===== src/hdl/optt_pkg.sv =====
// Shared types and constants for the timer table.
// Holds request/result codes, field widths and the packed table entry.
// No dependencies.
package optt_pkg;

  localparam int ID_W = 31;
  localparam int TIME_W = 32;
  localparam int TABLE_DEPTH_DEF = 16;
  localparam logic [ID_W-1:0] ID_MAX = {ID_W{1'b1}};
  localparam logic [ID_W-1:0] ID_FIRST = ID_W'(1);

  typedef enum logic [1:0] {
    CMD_SCHEDULE = 2'd0,
    CMD_CANCEL   = 2'd1,
    CMD_TICK     = 2'd2,
    CMD_CLEAR    = 2'd3
  } cmd_t;

  typedef enum logic [1:0] {
    KIND_SCHEDULED = 2'd0,
    KIND_CANCEL    = 2'd1,
    KIND_DUE       = 2'd2,
    KIND_CLEARED   = 2'd3
  } kind_t;

  typedef enum logic [1:0] {
    STATUS_OK        = 2'd0,
    STATUS_NOT_FOUND = 2'd1,
    STATUS_FULL      = 2'd2
  } status_t;

  typedef struct packed {
    logic [ID_W-1:0]   id;
    logic [TIME_W-1:0] deadline;
    logic [TIME_W-1:0] period;
    logic              rep;
  } entry_t;

  typedef struct packed {
    logic            valid;
    kind_t           kind;
    logic [ID_W-1:0] id;
    status_t         status;
    logic            rep;
    logic            last;
  } res_t;

endpackage


===== src/hdl/optt_ram.sv =====
// Generic simple dual-port RAM: one write port, one read port, registered read.
// No dependencies.
module optt_ram #(
  parameter int WIDTH = 8,
  parameter int DEPTH = 16,
  parameter int AW = (DEPTH > 1) ? $clog2(DEPTH) : 1
) (
  input  logic             clk,
  input  logic             we,
  input  logic [AW-1:0]    waddr,
  input  logic [WIDTH-1:0] wdata,
  input  logic [AW-1:0]    raddr,
  output logic [WIDTH-1:0] rdata
);

  logic [WIDTH-1:0] mem [DEPTH];
  logic [WIDTH-1:0] rdata_r;

  always_ff @(posedge clk) begin
    if (we) begin
      mem[waddr] <= wdata;
    end
    rdata_r <= mem[raddr];
  end

  assign rdata = rdata_r;

endmodule


===== src/hdl/oneshot_periodic_timer_table.sv =====
// Top level of the timer table: request decode, scan sequencer, result register.
// Depends on optt_pkg and optt_ram (entry store).
//
//  channel | ports                      | handshake
//  --------+----------------------------+-----------------------------------
//  request | in_command .. in_target_id | taken when start & !busy
//  result  | out_kind .. out_last       | out_valid for one cycle, no stall
//
// Schedule and clear are answered in the cycle after the request.
// Cancel and tick on a non-empty table scan the N stored timers: one entry read
// from the entry RAM per cycle, compacted in place, then a closing state.
// Due timers come out at most one per cycle, during the scan and the closing state.
// Synchronous reset empties the table and sets the next id to 1.
module oneshot_periodic_timer_table #(
  parameter int TABLE_DEPTH = optt_pkg::TABLE_DEPTH_DEF
) (
  input  logic                       clk,
  input  logic                       rst_n,
  input  logic                       start,
  output logic                       busy,
  input  logic [1:0]                 in_command,
  input  logic [optt_pkg::TIME_W-1:0] in_now,
  input  logic [optt_pkg::TIME_W-1:0] in_timeout,
  input  logic                       in_periodic,
  input  logic [optt_pkg::ID_W-1:0]  in_target_id,
  output logic                       out_valid,
  output logic [1:0]                 out_kind,
  output logic [optt_pkg::ID_W-1:0]  out_timer_id,
  output logic [1:0]                 out_status,
  output logic                       out_was_periodic,
  output logic                       out_last
);
  import optt_pkg::*;

  localparam int IDX_W = (TABLE_DEPTH > 1) ? $clog2(TABLE_DEPTH) : 1;
  localparam int CNT_W = $clog2(TABLE_DEPTH + 1);
  localparam int ENT_W = $bits(entry_t);

  typedef enum logic [2:0] {
    ST_IDLE = 3'b001,
    ST_SCAN = 3'b010,
    ST_DONE = 3'b100
  } state_t;

  state_t            state_r, state_nxt;
  logic [CNT_W-1:0]  count_r, count_nxt;
  logic [ID_W-1:0]   next_id_r, next_id_nxt;
  cmd_t              cmd_r, cmd_nxt;
  logic [TIME_W-1:0] now_r, now_nxt;
  logic [ID_W-1:0]   tid_r, tid_nxt;
  logic [IDX_W-1:0]  idx_r, idx_nxt;
  logic [CNT_W-1:0]  wr_r, wr_nxt;
  logic              found_r, found_nxt;
  logic              pend_v_r, pend_v_nxt;
  logic [ID_W-1:0]   pend_id_r, pend_id_nxt;
  logic              pend_rep_r, pend_rep_nxt;
  res_t              res_r, res_nxt;

  logic              ram_we;
  logic [IDX_W-1:0]  ram_waddr;
  entry_t            ram_wdata;
  logic [IDX_W-1:0]  ram_raddr;
  logic [ENT_W-1:0]  ram_rdata;

  entry_t            ent;
  entry_t            new_ent;
  logic              due;
  logic              drop;
  logic [CNT_W-1:0]  cnt_m1;
  logic [IDX_W-1:0]  last_idx;

  optt_ram #(
    .WIDTH (ENT_W),
    .DEPTH (TABLE_DEPTH),
    .AW    (IDX_W)
  ) u_entries (
    .clk   (clk),
    .we    (ram_we),
    .waddr (ram_waddr),
    .wdata (ram_wdata),
    .raddr (ram_raddr),
    .rdata (ram_rdata)
  );

  assign ent      = entry_t'(ram_rdata);
  assign cnt_m1   = count_r - CNT_W'(1);
  assign last_idx = cnt_m1[IDX_W-1:0];
  assign due      = (ent.deadline <= now_r);

  always_comb begin
    new_ent          = '0;
    new_ent.id       = next_id_r;
    new_ent.deadline = in_now + in_timeout;
    new_ent.period   = in_timeout;
    new_ent.rep      = in_periodic;
  end

  always_comb begin
    state_nxt    = state_r;
    count_nxt    = count_r;
    next_id_nxt  = next_id_r;
    cmd_nxt      = cmd_r;
    now_nxt      = now_r;
    tid_nxt      = tid_r;
    idx_nxt      = idx_r;
    wr_nxt       = wr_r;
    found_nxt    = found_r;
    pend_v_nxt   = pend_v_r;
    pend_id_nxt  = pend_id_r;
    pend_rep_nxt = pend_rep_r;
    res_nxt      = '0;
    ram_we       = 1'b0;
    ram_waddr    = wr_r[IDX_W-1:0];
    ram_wdata    = ent;
    ram_raddr    = idx_r + IDX_W'(1);
    drop         = 1'b0;

    unique case (state_r)
      ST_IDLE: begin
        ram_raddr = '0;
        if (start) begin
          cmd_nxt   = cmd_t'(in_command);
          now_nxt   = in_now;
          tid_nxt   = in_target_id;
          idx_nxt   = '0;
          wr_nxt    = '0;
          found_nxt = 1'b0;
          pend_v_nxt = 1'b0;
          unique case (cmd_t'(in_command))
            CMD_SCHEDULE: begin
              res_nxt.valid = 1'b1;
              res_nxt.kind  = KIND_SCHEDULED;
              res_nxt.last  = 1'b1;
              if (count_r >= CNT_W'(TABLE_DEPTH)) begin
                res_nxt.status = STATUS_FULL;
              end else begin
                ram_we      = 1'b1;
                ram_waddr   = count_r[IDX_W-1:0];
                ram_wdata   = new_ent;
                count_nxt   = count_r + CNT_W'(1);
                next_id_nxt = (next_id_r == ID_MAX) ? ID_FIRST : next_id_r + ID_W'(1);
                res_nxt.id  = next_id_r;
                res_nxt.status = STATUS_OK;
              end
            end
            CMD_CANCEL: begin
              if (count_r == '0) begin
                res_nxt.valid  = 1'b1;
                res_nxt.kind   = KIND_CANCEL;
                res_nxt.id     = in_target_id;
                res_nxt.status = STATUS_NOT_FOUND;
                res_nxt.last   = 1'b1;
              end else begin
                state_nxt = ST_SCAN;
              end
            end
            CMD_TICK: begin
              if (count_r != '0) begin
                state_nxt = ST_SCAN;
              end
            end
            CMD_CLEAR: begin
              count_nxt     = '0;
              res_nxt.valid = 1'b1;
              res_nxt.kind  = KIND_CLEARED;
              res_nxt.last  = 1'b1;
            end
          endcase
        end
      end

      ST_SCAN: begin
        if (cmd_r == CMD_TICK) begin
          drop = due && !ent.rep;
          if (due) begin
            if (ent.rep) begin
              ram_wdata.deadline = now_r + ent.period;
            end
            if (pend_v_r) begin
              res_nxt.valid = 1'b1;
              res_nxt.kind  = KIND_DUE;
              res_nxt.id    = pend_id_r;
              res_nxt.rep   = pend_rep_r;
            end
            pend_v_nxt   = 1'b1;
            pend_id_nxt  = ent.id;
            pend_rep_nxt = ent.rep;
          end
        end else begin
          drop = !found_r && (ent.id == tid_r);
          if (drop) begin
            found_nxt = 1'b1;
          end
        end
        if (!drop) begin
          ram_we = 1'b1;
          wr_nxt = wr_r + CNT_W'(1);
        end
        idx_nxt = idx_r + IDX_W'(1);
        if (idx_r == last_idx) begin
          state_nxt = ST_DONE;
        end
      end

      ST_DONE: begin
        count_nxt  = wr_r;
        state_nxt  = ST_IDLE;
        pend_v_nxt = 1'b0;
        if (cmd_r == CMD_CANCEL) begin
          res_nxt.valid  = 1'b1;
          res_nxt.kind   = KIND_CANCEL;
          res_nxt.id     = tid_r;
          res_nxt.status = found_r ? STATUS_OK : STATUS_NOT_FOUND;
          res_nxt.last   = 1'b1;
        end else if (pend_v_r) begin
          res_nxt.valid = 1'b1;
          res_nxt.kind  = KIND_DUE;
          res_nxt.id    = pend_id_r;
          res_nxt.rep   = pend_rep_r;
          res_nxt.last  = 1'b1;
        end
      end
    endcase
  end

  always_ff @(posedge clk) begin
    if (!rst_n) begin
      state_r   <= ST_IDLE;
      count_r   <= '0;
      next_id_r <= ID_FIRST;
      pend_v_r  <= 1'b0;
      found_r   <= 1'b0;
      res_r     <= '0;
    end else begin
      state_r   <= state_nxt;
      count_r   <= count_nxt;
      next_id_r <= next_id_nxt;
      pend_v_r  <= pend_v_nxt;
      found_r   <= found_nxt;
      res_r     <= res_nxt;
    end
  end

  always_ff @(posedge clk) begin
    cmd_r      <= cmd_nxt;
    now_r      <= now_nxt;
    tid_r      <= tid_nxt;
    idx_r      <= idx_nxt;
    wr_r       <= wr_nxt;
    pend_id_r  <= pend_id_nxt;
    pend_rep_r <= pend_rep_nxt;
  end

  assign busy             = (state_r != ST_IDLE);
  assign out_valid        = res_r.valid;
  assign out_kind         = res_r.kind;
  assign out_timer_id     = res_r.id;
  assign out_status       = res_r.status;
  assign out_was_periodic = res_r.rep;
  assign out_last         = res_r.last;

endmodule


===== config.mk =====
export PLATFORM = sky130hd
export DESIGN_NAME = oneshot_periodic_timer_table
export DESIGN_NICKNAME = d
export VERILOG_FILES = /design/src/hdl/optt_pkg.sv /design/src/hdl/optt_ram.sv /design/src/hdl/oneshot_periodic_timer_table.sv
export SDC_FILE = /design/constraint.sdc
export NUM_CORES = 2
export LEC_CHECK = 0
export ABC_AREA = 1
export BUFFER_PORTS_ARGS = -buffer_cell sky130_fd_sc_hd__buf_4
export CAP_MARGIN = 10
export CORE_ASPECT_RATIO = 0.7
export CORE_MARGIN = 3
export CORE_UTILIZATION = 50
export CTS_BUF_LIST = sky130_fd_sc_hd__clkbuf_2
export DETAILED_ROUTE_END_ITERATION = 8
export GPL_TIMING_DRIVEN = 1
export PLACE_DENSITY = 0.66
export SYNTH_ARGS = -nofsm -noshare
export SYNTH_HDL_FRONTEND = slang
export SYNTH_SLANG_ARGS = --single-unit

===== constraint.sdc =====
create_clock -name clk -period 13.46 [get_ports clk]
set_input_delay 0.673 -clock clk [delete_from_list [all_inputs] [get_ports clk]]
set_output_delay 0.673 -clock clk [all_outputs]
set_load 0.005 [all_outputs]

Word-level counts from Yosys, hierarchy flattened
Memory sizes are Yosys's and may differ from the RTL's. A register that Yosys moved wholly into a read port is not among the register bits. Cells that the tools add are included.

Bits in registers: 185. Bits in writable memories: 1536. Bits of input ports: 101. Output and inout port bits: 39. Logic and storage cells: 143. Memories: 1.

Memory list: u_entries.mem (words 16, bits a word 96, read ports 1, clocked after memory_dff 1, write ports 1, line optt_ram.sv:16) `logic [WIDTH-1:0] mem [DEPTH];`.

Add/subtract/negate cells: 7. Magnitude comparators: 2. Equal/unequal tests: 24. Multiplexer cells: 71. Bitwise logic cells: 1. Reductions and logical operators: 19.

Operators with widths (number): two-way mux 96 bit (3); two-way mux 34 bit (4); case mux 34 bit (3 select lines) (1); two-way mux 32 bit (3); two-way mux 31 bit (3); two-way mux 36 bit (2); case mux 33 bit (2 select lines) (1); adder 32 bit (2); case mux 32 bit (2 select lines) (1); two-way mux 33 bit (1); <= comparator 32 bit (1); adder 31 x 1 -> 31 bit, second input constant (1); == test 31 bit (1); == test 31 bit, second input constant (1); case mux 5 bit (2 select lines) (3); two-way mux 4 bit (6); two-way mux 1 bit (22); two-way mux 5 bit (4); case mux 3 bit (3 select lines) (2); != test 2 bit, second input constant (7); two-way mux 3 bit (4); AND reduction 4 bit (3); adder 5 x 1 -> 5 bit, second input constant (2); case mux 1 bit (2 select lines) (5); other kinds (27) (41).

Logic depth before layout (Yosys ltp)
Depth after elaboration: 8. Depth in mapped cells: 20. Mapped depth without buffers: 20.

By module
From an unflattened synthesis, not the netlist that was laid out.

Cells, all modules: 8739. Area, all modules: 83620.2 um2.

By module, submodules not included: optt_ram (times used 1, cells each 6302, area each 67643.6 um2); oneshot_periodic_timer_table (times used 1, cells each 2437, area each 15976.6 um2).

Least setup slack after synthesis
OpenSTA, ideal clock, no wires.

Kind: input to register. Start: input port in_command[0]. End: memory u_entries.mem[2][0] in the netlist's numbering, enable pin. Data arrival time: 6.132 ns. Required time: 12.909 ns. Path slack: 6.777 ns. Cell stages on the path: 12. Cell sequence: inv_1 -> ha_1 -> inv_2 -> nor2_4 -> nand2_2 -> nor2_8 -> inv_2 -> o21ai_0 -> inv_1 -> nor2_1 -> nand2_1 -> nor2_1.

Longest elaborated chain between the ends: 6.

RTL lines: start: declaration (line oneshot_periodic_timer_table.sv:21) `input logic [1:0] in_command,`; logical NOT 2 bit * (line oneshot_periodic_timer_table.sv:129) `unique case (cmd_t'(in_command))`; two-way mux 1 bit (line oneshot_periodic_timer_table.sv:129); two-way mux 1 bit (line oneshot_periodic_timer_table.sv:121) `if (start) begin`; case mux 1 bit (2 select lines) (line oneshot_periodic_timer_table.sv:118) `unique case (state_r)`; two-way mux 1 bit (line optt_ram.sv:20) `if (we) begin`; two-way mux 1 bit (implied by the code) (line optt_ram.sv:21) `mem[waddr] <= wdata;`; end: declaration (line optt_ram.sv:16).

Every way passes the cells marked *; elsewhere a longest branch is shown, timed or not.

Final worst setup path
Start: input port in_command[0]. End: memory u_entries.mem[4][83] in the netlist's numbering, enable pin.

Same word-level chain as after synthesis.

==> metrics <==
Cell variety after synth=56; DR iter-0 viols=7,442; worst slew pin tran=1.27 ns; Cell Area, Synth=77,400 µm²; CTS Buf Count=422; Async S/R FF share, synth=0%; flops & latches, synth=1,817; Vias/cell=5.87; CTS tree=built; # DRC=0; clock latency on the worst-skew pair=1.86 ns; worst hold path class=primary input to flop; EDFF count, synth=1,642; synthesized instance count=6,877; Global Route Usage Sum=28.4%; RR Startpoint=state_r[0]$_SDFFE_PN1P_; dominant cell type by area after synthesis=edfxtp_1; Max VDD drop=0.000162 V; Total Wirelength=233 mm; fin. max-slew vios=0; HPWL after detailed placement=133 mm; clock sinks=1,817; vias in the first global route=53,361; synth top area cells=edfxtp_1, nor2_1, dfxtp_1, nand2_1, o21ai_0; Crit Path Max Fanout=47; CP Capture Point=u_entries.mem[4][83]$_DFFE_PP_; Ports=140; power per cell area=222 nW/µm²; Die X=476 µm; Arrival @ worst endpoint=7.84 ns; Worst R2R Setup Slack=7.53 ns; hold-fix buffers at CTS=189; post-synthesis net count=7,084; Hold Crit Start=in_now[5]; initial core utilization=50.5%; layout cells sized above 1=12.9%; Longest Clk Path Bufs=4; Critical path origin=in_command[0]; final setup vio count=0; post-cts repair resize count=0; most common cell in the netlist=nor2_1; Leak=31.3 nW; R2R Path End=u_entries.mem[4][83]$_DFFE_PP_; setup TNS=0 ns; Rows=120; DIE HEIGHT=335 µm; final-stage net count=7,561; worst r2r path cells=10; nature of the critical path startpoint=primary input; die area=160,000 µm²; Post-synth top cells=nor2_1, edfxtp_1, nand2_1; initial antenna violation count=2; ys flop type=edfxtp_1; Clock Skews=0.245 ns; RSZ-0062 raised after global routing=no; CTS root buf=clkbuf_2; pin count of the biggest net entering global routing=187; total grt overflow=0; Via Count=57,269; Util after Layout=56.2%; wire length per cell=23.8 µm; synthesis-to-layout area growth=11.2%; synthesized area per cell=11.3 µm²; yosys warns=0; outcome=finished clean; Tcrit/Tclk final=48.9%; H-tree Lvls=5; port bufs=139; core area=153,000 µm²; postcts setup bufs=0; f_max=152 MHz; register area share after synthesis=68.3%; Crit Path Category=primary input to flop; fraction of synthesized cell area taken by the top area cell type=63.7%; endpoints failing hold=0; Setup crit end kind=flop; post-route ant nets=0; DR pass1 iterations=6; max_slew headroom=14.8%; Clock transition at path regs=0.16 ns; first-pass GRT wire length=343 mm; Placer Congestion=0.977; minimum clock period=6.58 ns; max_cap viols=0; CP required=14.72 ns
power breakdown:
group          total, mW  leakage (nW)  internal, mW  switching, mW
clock               3.49          2.91          1.32           2.17
sequential          7.98          16.3          7.63          0.351
combinational       7.60          12.1          1.86           5.74
worst min-delay path by stage:
stage / endpoint / slack [ns] / cells after the start
3_5_place_dp: pend_id_r[6]$_DFFE_PP_ / 0.42 / 0
6_report: now_r[5]$_DFFE_PP_ / 0.23 / 3
3_3_place_gp: pend_id_r[6]$_DFFE_PP_ / 0.42 / 0
5_1_grt: now_r[12]$_DFFE_PP_ / 0.10 / 3
4_1_cts: now_r[9]$_DFFE_PP_ / 0.0004 / 3
2_1_floorplan: pend_id_r[19]$_DFFE_PP_ / 0.41 / 0
area by class of cell:
cell class / count / area, µm²
Sequential cell: 1817 / 52800
Multi-Input combinational cell: 4350 / 21900
Fill cell: 12952 / 67200
Clock inverter: 93 / 459
Tap cell: 2074 / 2590
Antenna cell: 6 / 15.0
Inverter: 326 / 1260
Timing Repair Buffer: 437 / 3830
Clock buffer: 648 / 3240
critical path, cell delays in order:
cell           delay [ns]
dlygate4sd3_1        0.53
dlygate4sd3_1        0.58
buf_4                0.15
dlygate4sd3_1        0.61
inv_1                0.14
ha_1                 0.26
inv_2                0.06
nor2_4               0.11
nand2_2              0.10
nor2_8               0.53
clkinv_2             0.80
o21ai_0              0.66
inv_1                0.12
nor2_1               0.11
nand2_1              0.25
nor2_4               0.49
buf_4                0.64
buf_4                0.85
registers in the layout, summed over array words and instances (netlist names), 2 cells and up:
signal and count:
cmd_r 2, count_r 5, idx_r 4, next_id_r 31, now_r 32, out_kind 2, out_status 2, out_timer_id 31
pend_id_r 31, state_r 3, tid_r 31, u_entries.mem 1536, u_entries.rdata 96, wr_r 5
layer usage:
metal  track usage (%)  share of wire (%)
met1              42.2                 43
met2              41.7                 44
met3              6.13                 11
met4              8.89                2.6
met5             0.540              0.054
cells in the final DEF (no fill, tap or decap), drive strengths merged, types with 191 or more instances in the layout:
cell    count
a21oi     191
nand2     842
nor2     1686
inv       326
o21ai     485
clkbuf    648
o311ai    330
nand3     315
edfxtp   1642
buf       248
cell families (layout without fill, tap and decap cells):
family	count (synthesis)	after routing	share of synthesized area (%)
fa+ha+maj	106	106	1.73
other cells	0	6	0
simple gates	2982	2982	15.5
xor+xnor	46	46	0.521
buf+inv	710	1504	3.70
flops	1817	1817	68.3
compound gates	1216	1216	10.2
per-stage QoR:
step	total power [mW]	instances	setup WS, ns	hold WS [ns]	instance area (µm²)
4_1_cts	19.0	9744	7.32	0.000422	86100
6_report	19.1	9751	6.88	0.235	86100
3_5_place_dp	15.5	8814	7.16	0.422	80500
3_3_place_gp	15.3	8814	7.12	0.424	80500
2_1_floorplan	12.6	6877	6.78	0.408	77400
5_1_grt	20.1	9750	6.80	0.104	86100
(Power assumes the default switching activity.)
